===== config.mk =====
export PLATFORM = sky130hd
export DESIGN_NAME = ets_ser
export DESIGN_NICKNAME = d
export VERILOG_FILES = /design/src/ets_pkg.sv /design/src/ets_ser.sv
export SDC_FILE = /design/constraint.sdc
export NUM_CORES = 1
export LEC_CHECK = 0
export BUFFER_PORTS_ARGS = -buffer_cell sky130_fd_sc_hd__buf_2
export CORE_AREA = 3 3 242 244
export DETAILED_ROUTE_END_ITERATION = 16
export DIE_AREA = 0 0 245 247
export PLACE_DENSITY = 0.6
export SLEW_MARGIN = 10
export SYNTH_ARGS = -nofsm -noshare
export SYNTH_HDL_FRONTEND = slang
export SYNTH_SLANG_ARGS = --single-unit

===== constraint.sdc =====
create_clock -name clk_i -period 1.7 [get_ports clk_i]
set_input_delay 0.34 -clock clk_i [delete_from_list [all_inputs] [get_ports clk_i]]
set_output_delay 0.34 -clock clk_i [all_outputs]
set_load 0.02 [all_outputs]

===== src/ets_pkg.sv =====
// Shared types, widths and constants for the Euler scale/rotate/translate
// model matrix core. No dependencies; every other file in src imports it.
package ets_pkg;

  // Field widths
  localparam int ANG_W  = 16;
  localparam int SC_W   = 16;
  localparam int POS_W  = 32;
  localparam int ELEM_W = 32;

  // Stream widths
  localparam int S_TDATA_W = 6 * ANG_W + 3 * POS_W;
  localparam int S_TUSER_W = 1;
  localparam int M_TDATA_W = 4 * ELEM_W;
  localparam int M_TUSER_W = 3;

  // CORDIC datapath
  localparam int TRIG_W    = 20;
  localparam int Z_W       = 21;
  localparam int CORD_ITER = 16;
  localparam int CORDIC_LAT = CORD_ITER + 1;

  localparam logic signed [TRIG_W-1:0] CORDIC_K   = TRIG_W'(39797);
  localparam logic signed [Z_W-1:0]    PI_Q16     = Z_W'(205887);
  localparam logic signed [Z_W-1:0]    HALF_PI_Q16 = Z_W'(102944);
  localparam logic signed [Z_W-1:0]    TWO_PI_Q16 = Z_W'(411775);

  localparam int ATAN_TAB [CORD_ITER] = '{
    51472, 30386, 16055, 8150, 4091, 2047, 1024, 512,
    256, 128, 64, 32, 16, 8, 4, 2
  };

  // Rotation/scale datapath
  localparam int PAIR_W  = 34;
  localparam int SUM_W   = 56;
  localparam int RND_W   = 24;
  localparam int MUL_W   = 40;
  localparam int ROT_LAT = 5;
  localparam int PIPE_LAT = CORDIC_LAT + ROT_LAT;

  // Inverse squared scale divider
  localparam int SQ_W   = 31;
  localparam int QB     = 33;
  localparam int REM_W  = 32;
  localparam int BPS    = 2;
  localparam int DIV_ST = (QB + BPS - 1) / BPS;
  localparam int DIV_LAT = DIV_ST + 1;
  localparam int DIV_PAD = PIPE_LAT - DIV_LAT;

  localparam logic [ELEM_W-1:0] ONE_Q16 = 32'h0001_0000;
  localparam logic [ELEM_W-1:0] SAT_MAX = 32'h7FFF_FFFF;
  localparam logic [1:0]        COL_LAST = 2'd3;

  typedef struct packed {
    logic                          func;
    logic [2:0]                    zero;
    logic [2:0][POS_W-1:0]         pos;
    logic [2:0][ELEM_W-1:0]        inv;
    logic [2:0][2:0][ELEM_W-1:0]   rot;
  } mat_t;

endpackage


===== src/ets_ser.sv =====
// Output stage: holds one finished matrix and sends it as four column
// transfers, column 3 marked last. Depends on ets_pkg.
module ets_ser (
  input  logic                            clk_i,
  input  logic                            rst_ni,
  input  logic                            load_i,
  input  ets_pkg::mat_t                   mat_i,
  output logic                            ready_o,
  output logic                            m_axis_tvalid_o,
  input  logic                            m_axis_tready_i,
  output logic [ets_pkg::M_TDATA_W-1:0]   m_axis_tdata_o,  // elem0, elem1, elem2, elem3
  output logic [ets_pkg::M_TUSER_W-1:0]   m_axis_tuser_o,  // column[1:0], zero_scale
  output logic                            m_axis_tlast_o
);
  import ets_pkg::*;

  mat_t              mat_q;
  logic              busy_q, busy_d;
  logic [1:0]        col_q, col_d;
  logic              xfer;
  logic [ELEM_W-1:0] e0, e1, e2, e3;
  logic              zf;

  assign xfer    = busy_q && m_axis_tready_i;
  assign ready_o = !busy_q || (xfer && col_q == COL_LAST);

  always_comb begin
    busy_d = busy_q;
    col_d  = col_q;
    if (load_i) begin
      busy_d = 1'b1;
      col_d  = '0;
    end else if (xfer) begin
      if (col_q == COL_LAST) begin
        busy_d = 1'b0;
      end else begin
        col_d = col_q + 2'd1;
      end
    end
  end

  always_ff @(posedge clk_i or negedge rst_ni) begin
    if (!rst_ni) begin
      busy_q <= 1'b0;
      col_q  <= '0;
    end else begin
      busy_q <= busy_d;
      col_q  <= col_d;
    end
  end

  always_ff @(posedge clk_i) begin
    if (load_i) begin
      mat_q <= mat_i;
    end
  end

  always_comb begin
    if (col_q == COL_LAST) begin
      e0 = mat_q.pos[0];
      e1 = mat_q.pos[1];
      e2 = mat_q.pos[2];
      e3 = ONE_Q16;
      zf = 1'b0;
    end else begin
      e0 = mat_q.rot[col_q][0];
      e1 = mat_q.rot[col_q][1];
      e2 = mat_q.rot[col_q][2];
      e3 = mat_q.func ? mat_q.inv[col_q] : '0;
      zf = mat_q.func & mat_q.zero[col_q];
    end
  end

  assign m_axis_tvalid_o = busy_q;
  assign m_axis_tdata_o  = {e3, e2, e1, e0};
  assign m_axis_tuser_o  = {zf, col_q};
  assign m_axis_tlast_o  = (col_q == COL_LAST);

endmodule


==> metrics.csv <==
metric;value;unit
status;finished with violations;
violations;negative setup slack;
post_drt_wl_per_cell;22.43;um
yosysWarnings;0;
vias;14670;
switching_power;8.850;mW
min_path_type;input pin to flop;
syn_inst;998;
path_cells;buf_12, clkbuf_16, mux2_4, a221o_1, buf_2;
hpwlAfterDp;39.87;mm
drcViolationCount;0;
io_pins;622;
antenna_found_initial;4;
synth_area_leader_cell;edfxtp_1;
final_area;32900;um^2
setup-tns-final;-117.49;ns
setup_viol;133;
cp_slowest_stage_delay;0.55;ns
worst_pin_slew;0.3464;ns
avgSynthCellArea;18.98;um^2
drt_pass1_iterations;5;
fin_crit;2.694;ns
clock_sinks;487;
clock_latency;0.59;ns
p_int;24.75;mW
power_density;1021;nW/um^2
yosysTopAreaCellShare;76.74;%
p_leak;12.94;nW
synthArstFlopShare;0.6160;%
slowest_stage;dfrtp_4;
rsz0062_at_grt;true;
fin_worst_skew;0.0006289;ns
p_clk_share;33.3;%
rows;87;
fin_crit_sh;158.5;%
grt_max_degree;54;
synth_flop_cell;edfxtp_1;
finalMaxSlewViolations;0;
synth-seq-area-share;77.14;%
cts_tree;done;
cp-end-kind;output port;
max_freq;371.2;MHz
ys_types;24;
place_area;24490;um^2
drive_gt1_share;49.14;%
switching_share;26.34;%
synth_nets;1488;
nFillCells;4063;
cts.clk_slew.worst_paths;0.06;ns
finalWirelength;68.12;mm
fin_ws;-0.9938;ns
avgViaCountPerCell;4.831;
arrival;2.35;ns
io_buffer_count;621;
cts-root-buf;clkbuf_16;
vdd_drop_max;0.9111;mV
slew_headroom;76.91;%
synth.most_common_cell;edfxtp_1;
syn_area;18940;um^2
synth_top_cells_by_count;edfxtp_1 (484), a221o_1 (96), nor3b_1 (96);
chipWidth;245;um
core-area;56500;um^2
dieHeight;247;um
start_kind;flop;
seqCellArea;14620;um^2
combPwrFrac;23.2;%
ys_ff_latch;487;
nNetsFinal;2721;
route.antenna.remaining_nets;0;
path_class;flop to output port;
synth_edf_count;484;
clockBufferDepth;3;
yosys-top-cells-area;edfxtp_1 (77%), a221o_1 (5.1%), nor3b_1 (3.8%);
htreeDepth;2;
cp_max_fo;9;
dieArea;60520;um^2
hold_viol;0;
overflow;0;
start_util;33.52;%
total_power;33.60;mW
multiInputGateArea;5095;um^2
grt_pass1_vias;15880;
worstPathRequired;1.36;ns
track_usage;20.77;%
drt-initial-drc-count;960;
p_seq_share;43.5;%
gp_congestion;0.8507;
max-cap-violations;0;
area_growth;73.70;%
pre_cts_ws;-0.3541;ns
cts_buffers;53;
grt_pass1_wl;95.68;mm
holdWs;0.05109;ns
==> repair_timing <==
item / in CTS / in global routing
buffers inserted: 11 / 9
hold buffers: 485 / 0
cloned: 10 / 10
setup endpoints to repair: 133 / 133
endpoints found under the hold margin: 487 / 0
pin swaps: 19 / 21
resized for setup: 185 / 137
==> cells by family after synthesis <==
logic type                 share of synthesized area [%]
and+or+nand+nor                                    6.197
muxes                                              6.745
AOI/OAI and AO/OA                                  7.716
adders and majority gates                         0.1321
DFF                                                77.14
xor gates and xnor gates                         0.04625
buffers and inverters                              2.028
==> cell type report <==
cell class	count	share of cell area [%]
Antenna cell	6	0.04564
Sequential cell	487	44.43
Timing Repair Buffer	1255	32.08
Clock buffer	64	4.157
Tap cell	756	2.875
Clock inverter	35	0.9242
Multi-Input combinational cell	434	15.49
==> metrics by stage <==
stage	utilization [%]	instances
finish	58.23	3037
global route	58.22	3035
CTS	56.77	3017
detailed placement	43.35	2412
global placement	43.35	2412
floorplan	-	998
==> worst max-delay path: cells and delay by family (launching register included) <==
| kind | cells | cell delay (ns) |
|---|---|---|
| AO/OA/AOI/OAI | 1 | 0.32 |
| multiplexers | 1 | 0.34 |
| buffers and inverters | 3 | 0.54 |
| flip-flops | 1 | 0.55 |
==> state kept, by name, indices dropped and copies added, names as in the netlist <==
name             count
m_axis_tvalid_o      1
mat_q              484
col_q                2
==> power by group through the flow <==
stage | sequential [mW] | combinational [mW] | clock (mW)
6_report | 14.6 | 7.80 | 11.2
5_1_grt | 14.7 | 8.17 | 11.9
4_1_cts | 14.6 | 7.13 | 11.4
3_5_place_dp | 14.8 | 5.49 | 0
3_3_place_gp | 14.8 | 5.45 | 0
2_1_floorplan | 14.7 | 3.13 | 0
==> metal layers <==
metal / wire (um) / global-route usage [%] / up-vias / share of wire (%)
li1: - / - / 6568 / -
met3: 4053 / 3.676 / 167 / 5.9
met4: 2584 / 8.267 / 0 / 3.8
met5: 0 / 0 / - / 0
met2: 36040 / 37.56 / 680 / 53
met1: 25440 / 24.54 / 7256 / 37
==> final timing paths <==
kind | start | endpoint | slack (ns) | cells after the start
setup / recovery | col_q[1] | m_axis_tdata_o[34] | -0.99 | 5
hold / removal | m_axis_tready_i | m_axis_tvalid_o | 0.05 | 3
setup reg to reg | col_q[1] | col_q[1] | 0.12 | 6
hold reg to reg | m_axis_tvalid_o | m_axis_tvalid_o | 0.54 | 1
max in group asynchronous | rst_ni | col_q[1] | 1.46 | 2
min in group asynchronous | rst_ni | m_axis_tvalid_o | 0.11 | 2
==> cell usage in the layout, fill, tap and decap left out, drive strengths merged, types with 32 or more instances in the layout <==
master and n:
a221o 96, dlygate4sd3 485, clkbuf 74, nand2b 34, mux2 96, edfxtp 484
a211oi 64, nor2b 32, nor3b 96, buf 760
No activity file was read; power rests on OpenSTA's default activity.
