===== src/ets_pkg.sv =====
// Shared types, widths and constants for the Euler scale/rotate/translate
// model matrix core. No dependencies; every other file in src imports it.
package ets_pkg;

  // Field widths
  localparam int ANG_W  = 16;
  localparam int SC_W   = 16;
  localparam int POS_W  = 32;
  localparam int ELEM_W = 32;

  // Stream widths
  localparam int S_TDATA_W = 6 * ANG_W + 3 * POS_W;
  localparam int S_TUSER_W = 1;
  localparam int M_TDATA_W = 4 * ELEM_W;
  localparam int M_TUSER_W = 3;

  // CORDIC datapath
  localparam int TRIG_W    = 20;
  localparam int Z_W       = 21;
  localparam int CORD_ITER = 16;
  localparam int CORDIC_LAT = CORD_ITER + 1;

  localparam logic signed [TRIG_W-1:0] CORDIC_K   = TRIG_W'(39797);
  localparam logic signed [Z_W-1:0]    PI_Q16     = Z_W'(205887);
  localparam logic signed [Z_W-1:0]    HALF_PI_Q16 = Z_W'(102944);
  localparam logic signed [Z_W-1:0]    TWO_PI_Q16 = Z_W'(411775);

  localparam int ATAN_TAB [CORD_ITER] = '{
    51472, 30386, 16055, 8150, 4091, 2047, 1024, 512,
    256, 128, 64, 32, 16, 8, 4, 2
  };

  // Rotation/scale datapath
  localparam int PAIR_W  = 34;
  localparam int SUM_W   = 56;
  localparam int RND_W   = 24;
  localparam int MUL_W   = 40;
  localparam int ROT_LAT = 5;
  localparam int PIPE_LAT = CORDIC_LAT + ROT_LAT;

  // Inverse squared scale divider
  localparam int SQ_W   = 31;
  localparam int QB     = 33;
  localparam int REM_W  = 32;
  localparam int BPS    = 2;
  localparam int DIV_ST = (QB + BPS - 1) / BPS;
  localparam int DIV_LAT = DIV_ST + 1;
  localparam int DIV_PAD = PIPE_LAT - DIV_LAT;

  localparam logic [ELEM_W-1:0] ONE_Q16 = 32'h0001_0000;
  localparam logic [ELEM_W-1:0] SAT_MAX = 32'h7FFF_FFFF;
  localparam logic [1:0]        COL_LAST = 2'd3;

  typedef struct packed {
    logic                          func;
    logic [2:0]                    zero;
    logic [2:0][POS_W-1:0]         pos;
    logic [2:0][ELEM_W-1:0]        inv;
    logic [2:0][2:0][ELEM_W-1:0]   rot;
  } mat_t;

endpackage


===== src/ets_div.sv =====
// Pipelined restoring divider for round(2^32 / S^2), saturated to the
// largest positive Q16.16 value; a squaring stage then two quotient bits
// per stage. Depends on ets_pkg.
module ets_div (
  input  logic                             clk_i,
  input  logic                             en_i,
  input  logic signed [ets_pkg::SC_W-1:0]  sc_i,
  output logic [ets_pkg::ELEM_W-1:0]       inv_o
);
  import ets_pkg::*;

  logic [SQ_W-1:0]  sq0_q;
  logic [SQ_W-1:0]  sq_q  [DIV_ST];
  logic [REM_W-1:0] rem_q [DIV_ST];
  logic [QB-1:0]    quo_q [DIV_ST];
  logic [SQ_W-1:0]  sq_in  [DIV_ST];
  logic [REM_W-1:0] rem_in [DIV_ST];
  logic [QB-1:0]    quo_in [DIV_ST];
  logic [REM_W-1:0] rem_d  [DIV_ST];
  logic [QB-1:0]    quo_d  [DIV_ST];

  always_comb begin
    sq_in[0]  = sq0_q;
    rem_in[0] = '0;
    quo_in[0] = '0;
    for (int s = 1; s < DIV_ST; s++) begin
      sq_in[s]  = sq_q[s-1];
      rem_in[s] = rem_q[s-1];
      quo_in[s] = quo_q[s-1];
    end
  end

  for (genvar s = 0; s < DIV_ST; s++) begin : g_st
    logic [QB-1:0]    num;
    logic [REM_W-1:0] rc [BPS+1];
    logic [QB-1:0]    qc [BPS+1];

    // dividend 2^32 + S^2/2 is a concatenation since S^2/2 < 2^30
    assign num   = {1'b1, 2'b00, sq_in[s][SQ_W-1:1]};
    assign rc[0] = rem_in[s];
    assign qc[0] = quo_in[s];

    for (genvar k = 0; k < BPS; k++) begin : g_bit
      localparam int Pos = s * BPS + k;
      if (Pos < QB) begin : g_on
        localparam int Bit = QB - 1 - Pos;
        logic [REM_W-1:0] shf;
        logic             ge;
        assign shf = {rc[k][REM_W-2:0], num[Bit]};
        assign ge  = shf >= REM_W'(sq_in[s]);
        assign rc[k+1] = ge ? shf - REM_W'(sq_in[s]) : shf;
        always_comb begin
          qc[k+1]      = qc[k];
          qc[k+1][Bit] = ge;
        end
      end else begin : g_off
        assign rc[k+1] = rc[k];
        assign qc[k+1] = qc[k];
      end
    end

    assign rem_d[s] = rc[BPS];
    assign quo_d[s] = qc[BPS];
  end

  always_ff @(posedge clk_i) begin
    if (en_i) begin
      sq0_q <= SQ_W'(sc_i * sc_i);
      for (int s = 0; s < DIV_ST; s++) begin
        sq_q[s]  <= sq_in[s];
        rem_q[s] <= rem_d[s];
        quo_q[s] <= quo_d[s];
      end
    end
  end

  // a zero divisor leaves the quotient all ones, which saturates as well
  assign inv_o = (|quo_q[DIV_ST-1][QB-1:ELEM_W-1]) ? SAT_MAX
               : {1'b0, quo_q[DIV_ST-1][ELEM_W-2:0]};

endmodule


===== config.mk =====
export PLATFORM = sky130hd
export DESIGN_NAME = ets_div
export DESIGN_NICKNAME = d
export VERILOG_FILES = /design/src/ets_pkg.sv /design/src/ets_div.sv
export SDC_FILE = /design/constraint.sdc
export NUM_CORES = 2
export LEC_CHECK = 0
export ABC_CLOCK_PERIOD_IN_PS = 9600
export BUFFER_PORTS_ARGS = -buffer_cell sky130_fd_sc_hd__buf_2
export CAP_MARGIN = 25
export CORE_AREA = 8 8 461 801
export CTS_BUF_LIST = sky130_fd_sc_hd__clkbuf_4
export CTS_CLUSTER_SIZE = 30
export DETAILED_ROUTE_END_ITERATION = 7
export DIE_AREA = 0 0 469 809
export GPL_TIMING_DRIVEN = 0
export PLACE_DENSITY = 0.5
export SLEW_MARGIN = 10
export SYNTH_ARGS = -nofsm -noshare
export SYNTH_HDL_FRONTEND = slang
export SYNTH_SLANG_ARGS = --single-unit

===== constraint.sdc =====
create_clock -name clk_i -period 9.6 [get_ports clk_i]
set_input_delay 1.92 -clock clk_i [delete_from_list [all_inputs] [get_ports clk_i]]
set_output_delay 1.92 -clock clk_i [all_outputs]
set_load 0.01 [all_outputs]

==> impl_metrics.ini <==
[run_status]
outcome = complete, no violations

[worst_setup_path]
critPathLaunchType = flip-flop
crit_arrival_ps = 10440
crit_path_top_delay_cell = o32ai_4
critical_path_class = flip-flop to flip-flop
required_ps = 10600
slowest_delay_ps = 890
cp_max_fo = 10
rr_worst_depth = 29
end_kind = flip-flop

[drt]
ant_nets = 0
drtIter0Drc = 3243
vias = 84000
viasPerCell = 5.11
dr.pass1.iters = 6
drt_wl_total_mm = 377
drc = 0
wl_per_cell_um = 23.0

[timing]
rsz0062_at_grt = no
post-route-period-util_pct = 98.3
worst_slew_pin_slew_ps = 1100
fmax_mhz = 106
slew_headroom_pct = 24.6
timing.hold.ws_ps = 351
finalHoldViolations = 0
fin_skew_ps = 186
period_needed_ps = 9440
setup_viol = 0
drv_slew = 0

[finish]
num-fill-cells = 37600
stdcell_count = 16400
seq_area_um2 = 39400
nets = 12900
multiInputGateArea_um2 = 62500
area_growth_pct = 10.5
finish.utilization_pct = 32.9
drive_above_1_share_pct = 8.70
final_common_cell = edfxtp_1
mostFrequentLayoutCells = 1,311 x edfxtp_1, 1,108 x inv_1, 1,107 x ha_1, 936 x nand2_1, 929 x a21oi_1

[cts]
clkTransAtPathRegs_ps = 60
numCtsBuffers = 351
clockBufferDepth = 4
clkLatencyLatePin_ps = 1420
cts-root-buf = clkbuf_4
cts_tree = built
clock-sinks = 1311
cts.htree.levels = 5
postCtsSetupRepairBufs = 0

[yosys]
ys_seq_area_share_pct = 36.9
ys_warn_count = 0
ys_types = 100
async_reset_ff_share_pct = 0
synth_edf_count = 1311
yosysTopAreaCell = edfxtp_1
yosysTopAreaCellShare_pct = 36.9
ys_ff_latch = 1311
syn_area_um2 = 107000
synth.area.top_cells = edfxtp_1 37%, ha_1 13%, xnor2_1 4.6%
avgSynthCellArea_um2 = 9.67
ys.flop_type = edfxtp_1
syn-instance-count = 11000

[floorplanning]
dieArea_um2 = 379000
die_y_um = 809
dieWidth_um = 469
rows = 291
core_um2 = 358000
ioPinCount = 50
start_util_pct = 29.8

[hold_path]
min_path_cells = 0
hold_class = flip-flop to flip-flop

[place]
gp_congestion = 0.954
portBuffers = 46
dp_cells = 15800
hpwl_mm = 317

[job]
maxCapViolCount = 0

[global_route]
grt.overflow.total = 0
first_global_vias = 92200
track_usage_pct = 19.3
grt_max_degree = 153
grt_pass1_wl_mm = 548
antenna_found_initial = 23
what timing repair did:
| action | 4_1_cts | 5_1_grt |
|---|---|---|
| resized for setup | 28 | 36 |
| hold buffers | 0 | 0 |
| endpoints found under the setup margin | 147 | 86 |
| pin swaps | 0 | 0 |
cell usage after synthesis, types with 149 or more instances:
cell / number
edfxtp_1: 1311
inv_1: 1108
ha_1: 1107
nand2_1: 936
a21oi_1: 932
o21ai_0: 664
nor2_1: 645
xnor2_1: 557
a21o_1: 492
xor2_1: 300
mux2_2: 253
fa_1: 228
clkbuf_1: 207
nand3_1: 176
nand2b_1: 151
nor3_1: 151
o21bai_1: 149
worst paths after layout:
path	slack (ps)	to	startpoint
max	160	rem_q[0][256]$_DFFE_PP_	sq_q[0][234]$_DFFE_PP_
min	350	quo_q[0][394]$_DFFE_PP_	quo_q[0][361]$_DFFE_PP_
max reg2reg	160	rem_q[0][256]$_DFFE_PP_	sq_q[0][234]$_DFFE_PP_
min reg2reg	350	quo_q[0][394]$_DFFE_PP_	quo_q[0][361]$_DFFE_PP_
final cells by class:
type | instances | area share [%]
tap | 4688 | 4.97
timing repair buffer | 90 | 0.728
antenna | 15 | 0.0318
buffer | 243 | 0.866
clock buffer | 459 | 2.92
multi-input combinational | 8374 | 52.9
sequential | 1311 | 33.4
clock inverter | 122 | 0.602
inverter | 1128 | 3.59
state kept, by name, indices dropped and copies added, names as in the netlist:
register  cells
rem_q       496
sq_q        480
sq0_q        30
quo_q       305
metrics by stage:
step	setup TNS, ps	setup WS, ps	instance area (um2)
6_report	0	164	118000
3_3_place_gp	-	-15630	113000
2_1_floorplan	0	1430	107000
5_1_grt	0	19.1	118000
4_1_cts	0	13.7	118000
3_5_place_dp	-61610	-1060	114000
metal layers:
| layer | part of all wire (%) | vias to the layer above | global-route usage, % | routed length, um |
|---|---|---|---|---|
| li1 | - | 41000 | - | - |
| met3 | 2.6 | 1499 | 2.40 | 9840 |
| met2 | 58 | 2034 | 40.7 | 218000 |
| met1 | 25 | 39400 | 12.3 | 94600 |
| met4 | 15 | 10 | 22.5 | 55300 |
| met5 | 0.018 | - | 0 | 68 |
critical path: cells and delay by family (launching register included):
family                     cells  cell delay (ps)
AOI/OAI and AO/OA             14             3860
DFF                            1              580
buffers and inverters          7             2580
adders and majority gates      3              760
and+or+nand+nor                5             1290
logic make-up (layout without fill, tap and decap cells):
kind of cell,Yosys count,in the layout,synth area share (%)
compound gates,3105,3105,18.2
xor+xnor,857,857,7.03
fa+ha+maj,1335,1335,17.2
buf+inv,1372,2042,4.85
flops,1311,1311,36.9
mux,388,388,4.05
other cells,1,31,0.00351
simple gates,2673,2673,11.8
Power is not shown: default switching activity piles up to over one toggle a cycle in this logic, so the estimate is an artifact.
