`config.mk`:
```
export PLATFORM = sky130hd
export DESIGN_NAME = ets_cordic
export DESIGN_NICKNAME = d
export VERILOG_FILES = /design/src/ets_pkg.sv /design/src/ets_cordic.sv
export SDC_FILE = /design/constraint.sdc
export NUM_CORES = 2
export LEC_CHECK = 0
export BUFFER_PORTS_ARGS = -buffer_cell sky130_fd_sc_hd__buf_4
export CAP_MARGIN = 5
export CORE_MARGIN = 5
export CORE_UTILIZATION = 47
export DETAILED_ROUTE_END_ITERATION = 12
export HOLD_SLACK_MARGIN = 0.05
export PLACE_DENSITY = 0.62
export SLEW_MARGIN = 0
export SYNTH_ARGS = -nofsm -noshare
export SYNTH_HDL_FRONTEND = slang
export SYNTH_SLANG_ARGS = --single-unit
```
`constraint.sdc`:
```
create_clock -name clk_i -period 4.7 [get_ports clk_i]
set_input_delay 0.94 -clock clk_i [delete_from_list [all_inputs] [get_ports clk_i]]
set_output_delay 0.94 -clock clk_i [all_outputs]
set_load 0.01 [all_outputs]
```
`src/ets_pkg.sv`:
```
// Shared types, widths and constants for the Euler scale/rotate/translate
// model matrix core. No dependencies; every other file in src imports it.
package ets_pkg;

  // Field widths
  localparam int ANG_W  = 16;
  localparam int SC_W   = 16;
  localparam int POS_W  = 32;
  localparam int ELEM_W = 32;

  // Stream widths
  localparam int S_TDATA_W = 6 * ANG_W + 3 * POS_W;
  localparam int S_TUSER_W = 1;
  localparam int M_TDATA_W = 4 * ELEM_W;
  localparam int M_TUSER_W = 3;

  // CORDIC datapath
  localparam int TRIG_W    = 20;
  localparam int Z_W       = 21;
  localparam int CORD_ITER = 16;
  localparam int CORDIC_LAT = CORD_ITER + 1;

  localparam logic signed [TRIG_W-1:0] CORDIC_K   = TRIG_W'(39797);
  localparam logic signed [Z_W-1:0]    PI_Q16     = Z_W'(205887);
  localparam logic signed [Z_W-1:0]    HALF_PI_Q16 = Z_W'(102944);
  localparam logic signed [Z_W-1:0]    TWO_PI_Q16 = Z_W'(411775);

  localparam int ATAN_TAB [CORD_ITER] = '{
    51472, 30386, 16055, 8150, 4091, 2047, 1024, 512,
    256, 128, 64, 32, 16, 8, 4, 2
  };

  // Rotation/scale datapath
  localparam int PAIR_W  = 34;
  localparam int SUM_W   = 56;
  localparam int RND_W   = 24;
  localparam int MUL_W   = 40;
  localparam int ROT_LAT = 5;
  localparam int PIPE_LAT = CORDIC_LAT + ROT_LAT;

  // Inverse squared scale divider
  localparam int SQ_W   = 31;
  localparam int QB     = 33;
  localparam int REM_W  = 32;
  localparam int BPS    = 2;
  localparam int DIV_ST = (QB + BPS - 1) / BPS;
  localparam int DIV_LAT = DIV_ST + 1;
  localparam int DIV_PAD = PIPE_LAT - DIV_LAT;

  localparam logic [ELEM_W-1:0] ONE_Q16 = 32'h0001_0000;
  localparam logic [ELEM_W-1:0] SAT_MAX = 32'h7FFF_FFFF;
  localparam logic [1:0]        COL_LAST = 2'd3;

  typedef struct packed {
    logic                          func;
    logic [2:0]                    zero;
    logic [2:0][POS_W-1:0]         pos;
    logic [2:0][ELEM_W-1:0]        inv;
    logic [2:0][2:0][ELEM_W-1:0]   rot;
  } mat_t;

endpackage

```
`src/ets_cordic.sv`:
```
// Pipelined sine/cosine of one Q4.12 angle: range reduction stage plus one
// register stage per CORDIC iteration. Depends on ets_pkg.
module ets_cordic (
  input  logic                              clk_i,
  input  logic                              en_i,
  input  logic signed [ets_pkg::ANG_W-1:0]  ang_i,
  output logic signed [ets_pkg::TRIG_W-1:0] sin_o,
  output logic signed [ets_pkg::TRIG_W-1:0] cos_o
);
  import ets_pkg::*;

  logic signed [Z_W-1:0]    a_w, a1_w, z0_d;
  logic                     neg0_d;
  logic signed [Z_W-1:0]    z_q   [CORD_ITER];
  logic signed [Z_W-1:0]    z_d   [CORD_ITER];
  logic                     neg_q [CORD_ITER+1];
  logic signed [TRIG_W-1:0] x_q   [CORD_ITER];
  logic signed [TRIG_W-1:0] y_q   [CORD_ITER];
  logic signed [TRIG_W-1:0] x_d   [CORD_ITER];
  logic signed [TRIG_W-1:0] y_d   [CORD_ITER];
  logic signed [TRIG_W-1:0] x_in  [CORD_ITER];
  logic signed [TRIG_W-1:0] y_in  [CORD_ITER];

  // fold into [-pi, pi], then into [-pi/2, pi/2] with a sign flip
  always_comb begin
    a_w = Z_W'(ang_i) <<< 4;
    if (a_w > PI_Q16) begin
      a1_w = a_w - TWO_PI_Q16;
    end else if (a_w < -PI_Q16) begin
      a1_w = a_w + TWO_PI_Q16;
    end else begin
      a1_w = a_w;
    end
    if (a1_w > HALF_PI_Q16) begin
      z0_d   = a1_w - PI_Q16;
      neg0_d = 1'b1;
    end else if (a1_w < -HALF_PI_Q16) begin
      z0_d   = a1_w + PI_Q16;
      neg0_d = 1'b1;
    end else begin
      z0_d   = a1_w;
      neg0_d = 1'b0;
    end
  end

  always_comb begin
    x_in[0] = CORDIC_K;
    y_in[0] = '0;
    for (int i = 1; i < CORD_ITER; i++) begin
      x_in[i] = x_q[i-1];
      y_in[i] = y_q[i-1];
    end
    for (int i = 0; i < CORD_ITER; i++) begin
      if (!z_q[i][Z_W-1]) begin
        x_d[i] = x_in[i] - (y_in[i] >>> i);
        y_d[i] = y_in[i] + (x_in[i] >>> i);
        z_d[i] = z_q[i] - Z_W'(ATAN_TAB[i]);
      end else begin
        x_d[i] = x_in[i] + (y_in[i] >>> i);
        y_d[i] = y_in[i] - (x_in[i] >>> i);
        z_d[i] = z_q[i] + Z_W'(ATAN_TAB[i]);
      end
    end
  end

  always_ff @(posedge clk_i) begin
    if (en_i) begin
      z_q[0]   <= z0_d;
      neg_q[0] <= neg0_d;
      for (int i = 0; i < CORD_ITER; i++) begin
        x_q[i]     <= x_d[i];
        y_q[i]     <= y_d[i];
        neg_q[i+1] <= neg_q[i];
      end
      for (int i = 1; i < CORD_ITER; i++) begin
        z_q[i] <= z_d[i-1];
      end
    end
  end

  assign cos_o = neg_q[CORD_ITER] ? -x_q[CORD_ITER-1] : x_q[CORD_ITER-1];
  assign sin_o = neg_q[CORD_ITER] ? -y_q[CORD_ITER-1] : y_q[CORD_ITER-1];

endmodule

```
==> summary.md <==
| Metric | Value |
|---|---|
| Clock Skew | 26.1 ps |
| Main synth FF type | edfxtp_1 |
| Most used cell, CP | or4_1 |
| Largest net degree at the start of global routing | 126 |
| Endpoints failing setup | 0 |
| IO Count | 58 |
| Mapped Avg Cell Area | 10.1 sq um |
| Final Max Slew Viols | 0 |
| Arrival @ worst endpoint | 3630 ps |
| DRT antenna net count | 0 |
| Nature of the critical path endpoint | output pin |
| WHS Path Cells | 0 |
| Hold Path Class | flip-flop to flip-flop |
| Slowest Stage Delay on Critical Path | 560 ps |
| Sequential area share after synthesis | 39.1% |
| Wire per inst | 18.1 um |
| Syn-to-layout area delta | 9.31% |
| Critical Path Slowest Stage Cell | or4_1 |
| GRT Total Usage | 20.4% |
| Status | finished, final reports clean |
| Crit Reg-Reg Endpoint | x_q[0][158]$_DFFE_PP_ |
| Final nets | 7,978 |
| Clk slew on worst S/H paths | 60 ps |
| R2R cell count | 14 |
| Max_slew headroom | 23.0% |
| Layout cells sized above 1 | 6.07% |
| Origin of the worst setup path | y_q[1][146]$_DFFE_PP_ |
| Origin of the critical flop-to-flop path | y_q[0][127]$_DFFE_PP_ |
| Vias | 51,400 |
| Critical path class | flip-flop to output pin |
| Final hold slack | 406 ps |
| RSZ-0062 raised after global routing | yes |
| Dpl hpwl | 130 mm |
| Initial Utilization | 47.3% |
| FMAX | 219 MHz |
| Maxcap violations | 0 |
| CTS tree | yes |
| # port buffers | 57 |
| Die height | 396 um |
| FFs w/ async S/R, synth | 0% |
| Post-synth EDFFs | 910 |
| Commonest non-fill, non-tap cell in the layout | edfxtp_1 |
| Worst Setup Start Kind | flip-flop |
| First-pass GRT wire length | 260 mm |
| Row cnt | 141 |
| Final hold vios | 0 |
| Crit path time final | 4570 ps |
| Congestion Overflow GR | 0 |
| Vias per cell | 5.65 |
| First drt pass iteration count | 6 |
| Vias in the first global route | 49,400 |
| Fin Setup TNS | 0 ps |
| Post-synth cell types | 98 |
| CP required | 3760 ps |
| DR iter-0 viols | 2,983 |
| Syn Inst Count | 6,929 |
| Reg-to-reg slack, setup | 360 ps |
| Root Driver | clkbuf_16 |
| Hold Path Origin | z_q[0][133]$_DFFE_PP_ |
| Htree depth | 3 |
| Commonest non-fill, non-tap cells in the layout | 910 x edfxtp_1, 829 x ha_1, 672 x nor2_1, 672 x xnor2_1, 563 x a21oi_1 |
| Area of the die | 157,000 sq um |
| YS warnings | 0 |
| Area of the mapped netlist | 69,900 sq um |
| Hold Buf Count CTS | 0 |
| Core region area | 148,000 sq um |
| Critical Path Fanout Max | 3 |
| CTS Buffer Depth | 3 |
| Register bit total from synthesis | 910 |
| CTS Buf Count | 103 |
| Final WL | 165 mm |
| Initial antenna violation count | 3 |
| Worst Tran Pin Value | 1150 ps |
| Clock sinks | 910 |
| Die width | 396 um |
| Clock latency on the worst-skew pair | 710 ps |
| Global placement routability congestion | 0.885 |
| Final Cycle Share | 97.3% |
| Crit-path cells | or4_1 -> or3_1 -> or4_1 -> or4_1 -> o31ai_1 -> xnor2_1 -> buf_4 |
| Post-route DRC violation count | 0 |
| Worst Hold Endpoint | z_q[0][154]$_DFFE_PP_ |
[worst max-delay path by stage]
stage / slack [ps] / end
5_1_grt: -0.4 / sin_o[17]
4_1_cts: 60 / sin_o[17]
2_1_floorplan: 490 / x_q[0][118]$_DFFE_PP_
3_3_place_gp: 400 / z_q[0][16]$_DFFE_PP_
3_5_place_dp: 380 / z_q[0][14]$_DFFE_PP_
6_report: 130 / sin_o[17]
[sequential cells by signal, summed over array words and instances, names as in the netlist]
name	count
neg_q	17
x_q	299
y_q	298
z_q	296
[synthesized netlist by cell type, types with 70 or more instances]
master	number	area share [%]
ha_1	829	15
o21a_1	98	1.1
nor2_1	672	3.6
nand3_1	152	1.1
o21ai_0	296	2.1
or3_1	74	0.66
a21oi_1	563	4.0
edfxtp_1	910	39
a31oi_1	70	0.63
nor3_1	273	2.0
nor2b_1	102	0.91
o21bai_1	80	0.86
nand2_1	303	1.6
and3_1	100	0.89
inv_1	347	1.9
xor2_1	288	3.6
clkbuf_1	72	0.39
xnor2_1	672	8.4
a21o_1	153	1.6
[repair_timing]
item	CTS	global route
setup endpoints to repair	0	3
resized for setup	0	3
buffers inserted	0	0
[metrics by stage]
| stage | util, % | setup slack, ps | std cells | instance area, sq um |
|---|---|---|---|---|
| finish | 51.7 | 126 | 9098 | 76500 |
| global route | 51.7 | -0.408 | 9097 | 76500 |
| CTS | 51.7 | 64.4 | 9097 | 76400 |
| detailed placement | 49.5 | 381 | 8912 | 73100 |
| global placement | 49.5 | 401 | 8912 | 73100 |
| floorplan | - | 493 | 6931 | 70000 |
[routing by layer]
metal,part of all wire (%),global-route usage (%)
met1,43,25.2
met2,49,36.3
met3,3.7,2.82
met4,4.0,7.52
met5,0.0079,0
[worst max-delay path: cells and delay by family, from the launching register on]
kind	cells	cell delay [ps]
AND/OR/NAND/NOR	4	1870
XOR/XNOR	1	180
flip-flops	1	420
buffers and inverters	1	150
AO/OA/AOI/OAI	1	300
[final cells by class]
cell class | instances | area, sq um
diodes | 1 | 2.50
inverters | 352 | 1320
fillers | 13300 | 71400
clock inverters | 66 | 641
flip-flops and latches | 910 | 27300
well taps | 1930 | 2410
multi-input cells | 5574 | 40900
clock buffers | 119 | 2660
repair buffers | 146 | 1190
[cell families after synthesis]
logic type                 share of synthesized area (%)
adders and majority gates                           16.1
other                                             0.0107
and+or+nand+nor                                     13.6
DFF                                                 39.1
xor gates and xnor gates                            12.1
buffers and inverters                               2.48
AOI/OAI and AO/OA                                   15.7
muxes                                              0.894
Power is not shown: default switching activity piles up to over one toggle a cycle in this logic, so the estimate is an artifact.
